==> config.mk <==
export PLATFORM = sky130hd
export DESIGN_NAME = rfid_ascii_hex_frame_parser_top
export DESIGN_NICKNAME = d
export VERILOG_FILES = /design/src/hw/rtl/rfid_pkg.sv /design/src/hw/rtl/rfid_ascii_hex_frame_parser_top.sv
export VERILOG_INCLUDE_DIRS = /design/src /design/src/hw/rtl
export SDC_FILE = /design/constraint.sdc
export NUM_CORES = 1
export LEC_CHECK = 0
export ABC_AREA = 1
export BUFFER_PORTS_ARGS = -buffer_cell sky130_fd_sc_hd__buf_2
export CAP_MARGIN = 10
export CORE_UTILIZATION = 47
export CTS_CLUSTER_SIZE = 28
export DETAILED_ROUTE_END_ITERATION = 6
export HOLD_SLACK_MARGIN = 0.12
export PLACE_DENSITY = 0.65
export SLEW_MARGIN = 40
export SYNTH_ARGS = -nofsm -noshare
export SYNTH_HDL_FRONTEND = slang
export SYNTH_SLANG_ARGS = --single-unit
==> constraint.sdc <==
create_clock -name i_clk -period 7.3 [get_ports i_clk]
set_clock_uncertainty 0.2 [all_clocks]
set_input_delay 1.46 -clock i_clk [delete_from_list [all_inputs] [get_ports i_clk]]
set_output_delay 1.46 -clock i_clk [all_outputs]
set_load 0.01 [all_outputs]
==> src/hw/rtl/assert_macros.svh <==
// ----------------------------------------------------------------------------
// assert_macros.svh
// Concurrent assertion helpers shared by the RTL.
// ----------------------------------------------------------------------------
`ifndef ASSERT_MACROS_SVH
`define ASSERT_MACROS_SVH

// Same-cycle implication, disabled while reset is asserted (active low).
`define ASSERT_IMPL(lbl, clk, rstn, ante, cons) \
    lbl: assert property (@(posedge clk) disable iff (!(rstn)) (ante) |-> (cons)) \
        else $error("assertion failed: same-cycle implication");

// Next-cycle implication, disabled while reset is asserted (active low).
`define ASSERT_NEXT(lbl, clk, rstn, ante, cons) \
    lbl: assert property (@(posedge clk) disable iff (!(rstn)) (ante) |=> (cons)) \
        else $error("assertion failed: next-cycle implication");

`endif

==> src/hw/rtl/rfid_pkg.sv <==
`default_nettype none
// ----------------------------------------------------------------------------
// rfid_pkg
// Types and byte codes for the ASCII hex tag frame parser.
// ----------------------------------------------------------------------------
package rfid_pkg;

    typedef enum logic [2:0] {
        PH_HUNT    = 3'b001,
        PH_COLLECT = 3'b010,
        PH_HOLD    = 3'b100
    } t_phase;

    localparam logic [7:0] BYTE_CR  = 8'h0D;
    localparam logic [7:0] BYTE_LF  = 8'h0A;
    localparam logic [7:0] BYTE_ETX = 8'h03;
    localparam logic [7:0] BYTE_STX = 8'h02;

    localparam logic [7:0] ASC_0 = 8'h30;
    localparam logic [7:0] ASC_9 = 8'h39;
    localparam logic [7:0] ASC_A = 8'h41;
    localparam logic [7:0] ASC_F = 8'h46;

    localparam int unsigned TAG_BYTES    = 6;
    localparam logic [3:0]  FRAME_DIGITS = 4'd12;
    localparam logic [2:0]  CHECK_INDEX  = 3'd5;

endpackage
`default_nettype wire

==> src/hw/rtl/rfid_ascii_hex_frame_parser_top.sv <==
`default_nettype none
// ----------------------------------------------------------------------------
// rfid_ascii_hex_frame_parser_top
// Parses reader bytes into a six-byte tag frame with XOR checksum check.
// ----------------------------------------------------------------------------
// Input channel: i_valid/o_stall with i_mode and i_rx_byte. Mode 0 carries a
// received byte, mode 1 releases a held tag and clears the parser.
// Output channel: o_valid/i_stall with o_tag_ready, o_tag_bytes and
// o_running_xor; exactly one result per input item, showing the parser state
// after that item.
// Path: an accepted item is first held in the input register, then its state
// update lands in the result register.
// Throughput: one item per cycle unless the receiver stalls; each byte update
// is one pass of compare/XOR logic between the input and state registers.
// Reset (i_rst_n low, synchronous) empties both stages, returns the parser to
// hunt and clears the tag store, XOR and digit count.
// When the receiver stalls, the result register holds and the held input item
// waits in the input register; o_stall rises only when both are occupied.
// ----------------------------------------------------------------------------
`include "assert_macros.svh"

module rfid_ascii_hex_frame_parser_top (
    input  wire logic        i_clk,
    input  wire logic        i_rst_n,
    input  wire logic        i_valid,
    output logic             o_stall,
    input  wire logic        i_mode,
    input  wire logic [7:0]  i_rx_byte,
    output logic             o_valid,
    input  wire logic        i_stall,
    output logic             o_tag_ready,
    output logic [47:0]      o_tag_bytes,
    output logic [7:0]       o_running_xor
);

    // input stage
    logic       r_in_valid;
    logic       r_mode;
    logic [7:0] r_byte;

    // parser state
    rfid_pkg::t_phase r_phase,       n_phase;
    logic [3:0]       r_digit_count, n_digit_count;
    logic [3:0]       r_held_nibble, n_held_nibble;
    logic [7:0]       r_tag_store [rfid_pkg::TAG_BYTES];
    logic [7:0]       n_tag_store [rfid_pkg::TAG_BYTES];
    logic [7:0]       r_xor_accum,   n_xor_accum;

    // result stage
    logic        r_out_valid;
    logic        r_tag_ready;
    logic [47:0] r_tag_bytes;
    logic [7:0]  r_running_xor;

    logic        advance;
    logic        process;
    logic        in_accept;
    logic [7:0]  digit;
    logic [7:0]  assembled;
    logic [2:0]  slot;
    logic [3:0]  count_inc;
    logic        abort_byte;
    logic [47:0] packed_store;

    assign advance   = !r_out_valid || !i_stall;
    assign process   = r_in_valid && advance;
    assign o_stall   = r_in_valid && !advance;
    assign in_accept = i_valid && !o_stall;

    assign o_valid       = r_out_valid;
    assign o_tag_ready   = r_tag_ready;
    assign o_tag_bytes   = r_tag_bytes;
    assign o_running_xor = r_running_xor;

    always_comb begin
        // non-hex bytes go through raw
        if (r_byte inside {[rfid_pkg::ASC_0:rfid_pkg::ASC_9]}) begin
            digit = r_byte - rfid_pkg::ASC_0;
        end else if (r_byte inside {[rfid_pkg::ASC_A:rfid_pkg::ASC_F]}) begin
            digit = r_byte - rfid_pkg::ASC_A + 8'd10;
        end else begin
            digit = r_byte;
        end
    end

    assign assembled  = digit | {r_held_nibble, 4'h0};
    assign slot       = r_digit_count[3:1];
    assign count_inc  = r_digit_count + 4'd1;
    assign abort_byte = (r_byte == rfid_pkg::BYTE_CR) || (r_byte == rfid_pkg::BYTE_LF)
                     || (r_byte == rfid_pkg::BYTE_ETX) || (r_byte == rfid_pkg::BYTE_STX);

    always_comb begin
        n_phase       = r_phase;
        n_digit_count = r_digit_count;
        n_held_nibble = r_held_nibble;
        n_xor_accum   = r_xor_accum;
        n_tag_store   = r_tag_store;
        if (process) begin
            if (r_mode || (r_phase == rfid_pkg::PH_HUNT)) begin
                n_phase       = rfid_pkg::PH_HUNT;
                n_digit_count = 4'd0;
                n_held_nibble = 4'd0;
                n_xor_accum   = 8'd0;
                for (int i = 0; i < rfid_pkg::TAG_BYTES; i++) begin
                    n_tag_store[i] = 8'd0;
                end
                if (!r_mode && (r_byte == rfid_pkg::BYTE_STX)) begin
                    n_phase = rfid_pkg::PH_COLLECT;
                end
            end else if (r_phase == rfid_pkg::PH_COLLECT) begin
                if (abort_byte) begin
                    // store and XOR survive until the next byte in hunt
                    n_phase = rfid_pkg::PH_HUNT;
                end else begin
                    if (r_digit_count[0]) begin
                        n_tag_store[slot] = assembled;
                        if (slot != rfid_pkg::CHECK_INDEX) begin
                            n_xor_accum = r_xor_accum ^ assembled;
                        end
                    end else begin
                        n_held_nibble = digit[3:0];
                    end
                    n_digit_count = count_inc;
                    if (count_inc >= rfid_pkg::FRAME_DIGITS) begin
                        n_phase = (n_tag_store[rfid_pkg::CHECK_INDEX] == n_xor_accum)
                                ? rfid_pkg::PH_HOLD : rfid_pkg::PH_HUNT;
                    end
                end
            end
            // hold ignores bytes until a release
        end
    end

    always_comb begin
        packed_store = '0;
        for (int i = 0; i < rfid_pkg::TAG_BYTES; i++) begin
            packed_store[(rfid_pkg::TAG_BYTES - 1 - i) * 8 +: 8] = n_tag_store[i];
        end
    end

    always_ff @(posedge i_clk) begin
        if (!i_rst_n) begin
            r_in_valid <= 1'b0;
        end else if (in_accept) begin
            r_in_valid <= 1'b1;
        end else if (advance) begin
            r_in_valid <= 1'b0;
        end
    end

    always_ff @(posedge i_clk) begin
        if (in_accept) begin
            r_mode <= i_mode;
            r_byte <= i_rx_byte;
        end
    end

    always_ff @(posedge i_clk) begin
        if (!i_rst_n) begin
            r_phase       <= rfid_pkg::PH_HUNT;
            r_digit_count <= 4'd0;
            r_held_nibble <= 4'd0;
            r_xor_accum   <= 8'd0;
            for (int i = 0; i < rfid_pkg::TAG_BYTES; i++) begin
                r_tag_store[i] <= 8'd0;
            end
        end else begin
            r_phase       <= n_phase;
            r_digit_count <= n_digit_count;
            r_held_nibble <= n_held_nibble;
            r_xor_accum   <= n_xor_accum;
            r_tag_store   <= n_tag_store;
        end
    end

    always_ff @(posedge i_clk) begin
        if (!i_rst_n) begin
            r_out_valid <= 1'b0;
        end else if (advance) begin
            r_out_valid <= r_in_valid;
        end
    end

    always_ff @(posedge i_clk) begin
        if (process) begin
            r_tag_ready   <= (n_phase == rfid_pkg::PH_HOLD);
            r_tag_bytes   <= packed_store;
            r_running_xor <= n_xor_accum;
        end
    end

    // a held tag always carries a matching checksum byte
    `ASSERT_IMPL(a_ready_checksum, i_clk, i_rst_n, r_out_valid && r_tag_ready,
                 r_tag_bytes[7:0] == r_running_xor)

    // collect never sits on a full frame count
    `ASSERT_IMPL(a_collect_count, i_clk, i_rst_n, r_phase == rfid_pkg::PH_COLLECT,
                 r_digit_count < rfid_pkg::FRAME_DIGITS)

    // only a release leaves hold
    `ASSERT_NEXT(a_hold_sticky, i_clk, i_rst_n,
                 process && !r_mode && (r_phase == rfid_pkg::PH_HOLD),
                 r_phase == rfid_pkg::PH_HOLD)

    // a stalled result never lets the state move
    `ASSERT_NEXT(a_stall_freeze, i_clk, i_rst_n, o_stall,
                 $stable(r_xor_accum) && $stable(r_digit_count))

endmodule
`default_nettype wire

After elaboration in Yosys (flattened, before gate mapping)

Index checks and enable logic that the tools add are counted.
Widths: inputs -> output; s select.

Output and inout port bits: 59
Logic and storage cells: 103
Register bits: 135
Input bits: 13

Muxes and demuxes: 40
Equal/unequal tests: 11
Add/sub/neg operators: 4
Reduce and logical (&&, ||, !) cells: 21
Bitwise logic cells: 3
Magnitude comparators: 7

Operator list:

| operator            | number |
|---|---|
| $mux 48             | 9 |
| $mux 8              | 13 |
| $bwmux 48           | 1 |
| $mux 4              | 7 |
| $demux 8 s3         | 1 |
| $mux 3              | 6 |
| $eq 8x2->1 const B  | 2 |
| $eq 8x4->1 const B  | 2 |
| $add 8x4->8 const B | 1 |
| $eq 8x8->1          | 1 |
| $ge 4x4->1 const B  | 2 |
| $ge 8x6->1 const B  | 1 |
| $ge 8x7->1 const B  | 1 |
| $le 8x6->1 const B  | 1 |
| $le 8x7->1 const B  | 1 |
| $or 8x8->8          | 1 |
| $sub 8x6->8 const B | 1 |
| $sub 8x7->8 const B | 1 |
| $xor 8x8->8         | 1 |
| $logic_and 1x1->1   | 7 |
| $logic_not 1->1     | 5 |
| $logic_or 1x1->1    | 5 |
| $add 4x1->4 const B | 1 |
| $lt 4x1->1 const B  | 1 |
| 11 further kinds    | 14 |

Depth between registers and ports, before layout

Depth in word-level cells: 20
Mapped depth: 25
Depth with buffers taken out: 25

Least setup slack after synthesis

OpenSTA, ideal clock, no wires.

Path kind: in2reg
Start: in i_stall
End: reg r_tag_ready (netlist: o_tag_ready), data pin
Setup time: 0.254 ns
Buffers on the path: 0
Cell stages on the path: 8
Arrival time: 3.377 ns
Slack: 3.469 ns
Required time: 6.846 ns
Path through: nand2_1 > nand2_1 > inv_1 > nand3_1 > nand2_1 > a22oi_1 > nand3_1 > a21oi_2

Word-level cells in the longest chain between the ends: 5

RTL lines:

| what                 | RTL line                               | RTL |
|---|---|---|
| start, declared      | rfid_ascii_hex_frame_parser_top.sv:30  | `input wire logic i_stall,` |
| $logic_not 1->1      | rfid_ascii_hex_frame_parser_top.sv:65  | `assign advance = !r_out_valid \|\| !i_stall;` |
| $logic_or 1x1->1     | rfid_ascii_hex_frame_parser_top.sv:65  |  |
| $logic_and 1x1->1    | rfid_ascii_hex_frame_parser_top.sv:66  | `assign process = r_in_valid && advance;` |
| net process          | rfid_ascii_hex_frame_parser_top.sv:56  | `logic process;` |
| $mux 3               | rfid_ascii_hex_frame_parser_top.sv:98  | `if (process) begin` |
| $eq 3x3->1           | rfid_ascii_hex_frame_parser_top.sv:186 | `r_tag_ready <= (n_phase == rfid_pkg::PH_HOLD);` |
| end signal, assigned | rfid_ascii_hex_frame_parser_top.sv:186 |  |
| end, declared        | rfid_ascii_hex_frame_parser_top.sv:51  | `logic r_tag_ready;` |

The timed path passes the listed nets, and every way through them passes these cells.
A chain may end at the register's enable or synchronous reset.

Worst setup path after layout

Start: in i_stall
End: reg r_tag_ready (netlist: o_tag_ready), data pin

Word-level cells in the longest chain between the ends: 5

RTL lines:

| what              | RTL line |
|---|---|
| $logic_not 1->1   | rfid_ascii_hex_frame_parser_top.sv:65 |
| $logic_or 1x1->1  | rfid_ascii_hex_frame_parser_top.sv:65 |
| $logic_and 1x1->1 | rfid_ascii_hex_frame_parser_top.sv:66 |
| $mux 3            | rfid_ascii_hex_frame_parser_top.sv:98 |
| $eq 3x3->1        | rfid_ascii_hex_frame_parser_top.sv:186 |

No other way between the ends.

==> impl_metrics.json <==
{
  "grt_pass1_wl_um": 23600,
  "cts.clk_slew.worst_paths_ps": 60,
  "die_h_um": 119,
  "synth_top_cells_by_area": "edfxtp_1 31%, dfxtp_1 21%, nand2_1 13%",
  "critPathArrivalTime_ps": 3670,
  "drv_cap": 0,
  "fin_crit_sh_pct": 49.1,
  "antenna_left": 0,
  "critPathMaxFanout": 61,
  "ys_types": 43,
  "power_density_mw_per_mm2": 239,
  "slew_viol_final": 0,
  "setup_violations": 0,
  "pin_count": 72,
  "syn_nets": 823,
  "cp-start-kind": "input port",
  "placed_area_mm2": 0.00695,
  "synth_area_mm2": 0.00648,
  "seq_area_frac_synth_pct": 51.9,
  "worst-r2r-cell-count": 15,
  "grt.overflow.total": 0,
  "fin_nets": 887,
  "insertedDiodeCount": 0,
  "crit_type": "input port to flop",
  "async_flop_share_pct": 0,
  "cts_made_buffers": 17,
  "via_per_inst": 5.06,
  "fin_crit_ps": 3590,
  "first_pass_iters": 5,
  "wire_per_inst_um": 13.5,
  "fp.coreArea_mm2": 0.0133,
  "critPathRequiredTime_ps": 7390,
  "slew_headroom_pct": 43.2,
  "synth_area_per_cell_um2": 8.08,
  "design_area_mm2": 0.00758,
  "grt_usage_pct": 21.3,
  "ctsHoldBuffers": 0,
  "grt_pass1_vias": 5079,
  "cts_setup_buffers": 0,
  "htree_levels": 4,
  "syn_inst": 802,
  "layout-drive-gt1-share_pct": 17.4,
  "synth_seq_cells": 135,
  "leakage_nw": 3.16,
  "pre_cts_ws_ps": 3270,
  "rsz0062_at_grt": "no",
  "outcome": "finished, final reports clean",
  "clock-sinks": 135,
  "route.detailed.drc": 0,
  "syn2layout_area_growth_pct": 16.9,
  "synth_top_flop_cell": "dfxtp_1",
  "cts_tree": "done",
  "finalHoldViolCount": 0,
  "die-area_mm2": 0.0143,
  "root_buffer": "clkbuf_16",
  "vias": 5335,
  "synth_edf_count": 66,
  "fin_ws_ps": 3710,
  "grt_antenna_before_repair": 0,
  "layout_common_cells": "232 x nand2_1, 114 x a21oi_1, 94 x inv_1",
  "final_common_cell": "nand2_1",
  "tns_ps": 0,
  "dp_hpwl_um": 9220,
  "hp-class": "flop to flop",
  "critPathCaptureType": "flop",
  "yosys.area.top_type": "edfxtp_1",
  "fillers": 1201,
  "tightest_slew_ps": 849,
  "placementRows": 42,
  "yosysWarnings": 0,
  "clock.fmax_mhz": 279,
  "insertion_delay_ps": 430,
  "power_w": 0.00181,
  "fp.dieW_um": 119,
  "whs_path_depth": 2,
  "cts.path.max_buffers": 2,
  "grt_max_degree": 67,
  "cts_resized": 0,
  "routed_wl_um": 14200,
  "port_buffers": 71,
  "synth_top_area_share_pct": 30.6,
  "ir_drop_v": 0.000113,
  "place.gp.congestion": 0.869,
  "initial_core_util_pct": 48.6,
  "drtIter0Drc": 352
}
-- synth_stat cells, drive strengths merged (4+ instances only) --
cell type,count
dfxtp,69
buf,15
nor3,4
edfxtp,66
nand4,4
nand3,35
nand2,246
o21ai,63
nor2,33
a21oi,117
inv,106
ha,8
clkbuf,14
-- cell type report --
type / count / area (µm²) / share of cell area (%)
flip-flops and latches: 135 / 3360 / 44.4
multi-input cells: 529 / 2570 / 34.0
clock buffers: 17 / 425 / 5.61
inverters: 109 / 417 / 5.50
repair buffers: 74 / 378 / 4.99
well taps: 176 / 220 / 2.91
clock inverters: 15 / 200 / 2.64
-- critical path, stage by stage --
cell and delay, ps:
buf_2 80, nand2_1 90, nand2_2 60, buf_4 520, nor2_1 290, inv_4 500, nand2_1 170, a22oi_1 230
nand3_1 130, a21oi_2 110
-- sequential cells by signal, indices dropped and copies added (netlist names) --
register       cells
o_tag_bytes       48
r_tag_store       48
o_running_xor      8
r_byte             8
r_xor_accum        8
r_digit_count      4
r_held_nibble      4
r_phase            3
o_tag_ready        1
o_valid            1
r_in_valid         1
r_mode             1
-- stage by stage --
step | cells | util (%) | hold WS, ps
finish | 1055 | 56.8 | 263
global route | 1055 | 56.8 | 285
CTS | 1055 | 56.8 | 266
detailed placement | 1023 | 52.1 | 257
global placement | 1023 | 52.1 | 251
floorplan | 802 | - | 240
-- power by group --
part	internal [W]	total (W)	switching (W)	leakage, nW
registers	0.000812	0.000820	0.00000787	1.16
clock network	0.000571	0.000902	0.000331	0.286
logic	0.0000239	0.0000874	0.0000635	1.70
total	0.00141	0.00181	0.000402	3.16
-- layer usage --
metal | part of all wire, % | wire, µm | GRT usage, %
met2 | 49 | 6970 | 36.6
met3 | 5.2 | 738 | 4.84
met1 | 44 | 6180 | 25.4
met5 | 0 | 0 | 0
met4 | 2.2 | 308 | 9.61
-- cell families (layout without fill, tap and decap cells) --
logic type / Yosys count / in the layout / share of synthesized area [%]
and+or+nand+nor: 326 / 326 / 21.8
AOI/OAI and AO/OA: 190 / 190 / 15.5
buffers and inverters: 138 / 215 / 8.45
DFF: 135 / 135 / 51.9
adders and majority gates: 8 / 8 / 1.54
xor gates and xnor gates: 5 / 5 / 0.791
-- worst paths after layout --
| path | start | endpoint | slack (ps) |
|---|---|---|---|
| worst max-delay path | i_stall | o_tag_ready | 3710 |
| worst min-delay path | r_held_nibble[0] | r_held_nibble[0] | 260 |
| worst max register to register | r_byte[0] | o_tag_bytes[23] | 3870 |
| worst min register to register | r_held_nibble[0] | r_held_nibble[0] | 260 |
(Power assumes the default switching activity.)
